### config.mk
export PLATFORM = sky130hd
export DESIGN_NAME = smhpq_cmp
export DESIGN_NICKNAME = d
export VERILOG_FILES = /design/src/rtl/smhpq_pkg.sv /design/src/rtl/smhpq_cmp.sv
export SDC_FILE = /design/constraint.sdc
export NUM_CORES = 1
export LEC_CHECK = 0
export BUFFER_PORTS_ARGS = -buffer_cell sky130_fd_sc_hd__buf_2
export CAP_MARGIN = 20
export CORE_AREA = 3 3 98 100
export DETAILED_ROUTE_END_ITERATION = 8
export DIE_AREA = 0 0 101 103
export GPL_TIMING_DRIVEN = 0
export PLACE_DENSITY = 0.77
export SLEW_MARGIN = 5
export SYNTH_ARGS = -nofsm -noshare
export SYNTH_HDL_FRONTEND = slang
export SYNTH_SLANG_ARGS = --single-unit
### constraint.sdc
create_clock -name vclk -period 2
set_clock_uncertainty 0.05 [all_clocks]
set_input_delay 0.3 -clock vclk [all_inputs]
set_output_delay 0.3 -clock vclk [all_outputs]
set_load 0.02 [all_outputs]
### src/rtl/smhpq_pkg.sv
// ----------------------------------------------------------------------------
// smhpq_pkg
// shared types and constants of the stable min-heap priority queue
// ----------------------------------------------------------------------------
package smhpq_pkg;

	localparam int unsigned CAPACITY_DEF = 128;

	// one heap slot, id in the low bits
	typedef struct packed {
		logic [63:0] ord;
		logic [31:0] pri;
		logic [31:0] id;
	} entry_t;

endpackage

### src/rtl/smhpq_cmp.sv
// ----------------------------------------------------------------------------
// smhpq_cmp
// shared ordering unit: signed priority first, sequence stamp breaks ties
// ----------------------------------------------------------------------------
module smhpq_cmp import smhpq_pkg::*; (
	input  entry_t a,
	input  entry_t b,
	output logic   a_first
);

	logic pri_lt;
	logic pri_eq;
	logic ord_lt;

	assign pri_lt  = $signed(a.pri) < $signed(b.pri);
	assign pri_eq  = a.pri == b.pri;
	assign ord_lt  = a.ord < b.ord;
	assign a_first = pri_lt || (pri_eq && ord_lt);

endmodule

==> summary.txt <==
Critical path
  – CP arrival: 1.99 ns
  – Crit Path Class: in2out
  – Critical-path top delay cell: nor4_2
  – Worst-path cell chain: buf_2, ha_1, nand4_1, nor4_2, a211oi_1, a21oi_1, mux2i_1, o21ai_2, buf_6
  – Max FO, Critical Path: 3
  – Max incr delay on CP: 0.32 ns
  – CP required: 1.65 ns
  – Crit start category: primary input
  – Top Family by Delay on Critical Path: simple AND/OR/NAND/NOR gates
  – CP Capture Type: output pin
  – WP buf/inv: 2

STA
  – Final hold vios: 0
  – Worst setup margin: -0.343 ns
  – Worst slew pin tran: 0.375 ns
  – Final setup violation count: 1
  – Tmin final: 2.34 ns
  – Fmax achieved: 427 MHz
  – Setup TNS: -0.343 ns
  – Hold WS: 1.20 ns
  – Period utilization: 1.17
  – Max-slew headroom: 0.750
  – RSZ-0062 raised after global routing: true
  – Max-slew violation count: 0

Power
  – Leakage power: 2.36 nW
  – PwrDens: 182 nW/µm²
  – VDD IR max: 0.0000854 V
  – Power Total: 692 µW

GRT
  – Vias in the first global route: 2995
  – Initial antenna violation count: 0
  – Largest net degree at the start of global routing: 5
  – Overflow left after global routing: 0
  – First-pass GRT wire length: 12.0 mm
  – Gr usage total: 0.139

Synthesis
  – Post-synthesis compound-gate area fraction: 0.212
  – Syn Nets: 688
  – Post-synthesis instance total: 337
  – Post-synth top area share: 0.490
  – Simple-gate share of the synthesized area: 0.144
  – Post-Synth XOR/XNOR Area: 0
  – Synth Area in Adders: 0.490
  – Synth area leaders: ha_1 49%, inv_1 15%, a21oi_1 7.6%
  – Syn Std Cell Area: 2420 µm²
  – Yosys top cell by area: ha_1
  – Syn Area/Cell: 7.19 µm²
  – Yosys cell types: 34
  – Largest family of logic cells by synthesized area: adder cells
  – Ys Warns: 0
  – Sequential-to-total area share from yosys stat: 0
  – Mux share of post-synthesis cell area: 0.00413

Finish
  – Area occupied by registers: 0 µm²
  – Layout Utilization: 0.434
  – Antenna fix cells: 0
  – P&R area growth vs syn: 56.8%
  – Share of layout cells above drive strength 1: 0.429
  – Clk_buf instances: 0
  – Commonest non-fill, non-tap cells in the layout: 183 x buf_2, 91 x inv_1, 86 x ha_1, 37 x a21oi_1, 19 x nand2_1
  – Layout Nets: 885
  – # fillers: 832
  – Most common cell after layout, fill and taps aside: buf_2
  – Finished Layout Cells: 640
  – Multi-input gate area: 2260 µm²
  – Post-route cell area: 3800 µm²
  – Seq cells: 0

Place
  – Placed instance count: 638
  – Post-DP Area: 3530 µm²
  – IO Port Bufs: 193
  – Worst slack, placed: -0.588 ns
  – HPWL after DPL: 7.09 mm
  – GP Congestion: 0.843

Detailed routing
  – Drt pass-1 iters: 4
  – Total Wirelength: 7.90 mm
  – Routed Antenna Nets: 0
  – Drt initial violations: 39
  – Drt drc: 0
  – Vias post-DR: 3014
  – Vias per cell: 4.71
  – Wire per inst: 12.3 µm

Floorplan
  – Die W: 101 µm
  – Initial core utilization: 0.277
  – Core Area: 8760 µm²
  – Die Area: 10400 µm²
  – Die H: 103 µm
  – Row count: 34
  – I/O Pins: 257

Flow run
  – Max_cap viols: 0

Outcome
  – Violated checks: setup timing
  – Status: complete, but fails checks

Clock network
  – Hold-fix buffers, CTS: 0

Min path
  – Path type of the worst min-delay path: in2out
[kinds of logic after synthesis]
kind of cell | Yosys count
buffers and inverters | 97
adders and majority gates | 95
AOI/OAI and AO/OA | 78
and+or+nand+nor | 66
muxes | 1
[cell type report]
| cell class | instances | area share |
|---|---|---|
| Inverter | 97 | 0.0964 |
| Multi-Input combinational cell | 240 | 0.593 |
| Tap cell | 108 | 0.0355 |
| Timing Repair Buffer | 195 | 0.275 |
[final timing paths]
| kind | start | to | slack, ns | depth (start not counted) |
|---|---|---|---|---|
| max | a[47] | a_first | -0.34 | 9 |
| min | a[111] | a_first | 1.20 | 6 |
[Yosys cell counts (2+ instances only)]
cell type / count
a21oi_1: 37
inv_1: 97
o21ai_0: 13
a211oi_1: 2
ha_1: 95
and4_1: 4
nor4_1: 4
nand3_1: 7
nand2_1: 21
nor2b_1: 2
o21ai_1: 2
a21o_1: 10
nor2_1: 9
nand4_1: 13
nand2b_1: 2
[per-layer routing]
layer / vias to the layer above / part of all wire / wire length (µm) / GRT usage
li1: 1559 / - / - / -
met1: 1274 / 0.36 / 2850 / 0.139
met2: 167 / 0.52 / 4120 / 0.304
met3: 14 / 0.10 / 809 / 0.0142
met4: 0 / 0.014 / 114 / 0.0215
met5: - / 0 / 0 / 0
[worst min-delay path, cell delays in order]
cell      delay, ns
buf_2          0.08
ha_1           0.15
a221oi_2       0.06
a31oi_2        0.16
o21ai_2        0.07
buf_6          0.13
[what timing repair did]
item / 4_1_cts / 5_1_grt
setup buffers: 2 / 0
hold endpoints to repair: 0 / 0
setup endpoints to repair: 1 / 1
pin swaps: 19 / 4
resized for setup: 34 / 7
[report_power, final]
group          leakage [nW]  switching, mW  internal, mW
clock                     0              0             0
combinational          2.36          0.328         0.364
sequential                0              0             0
Power figures use the tool's default switching activity.
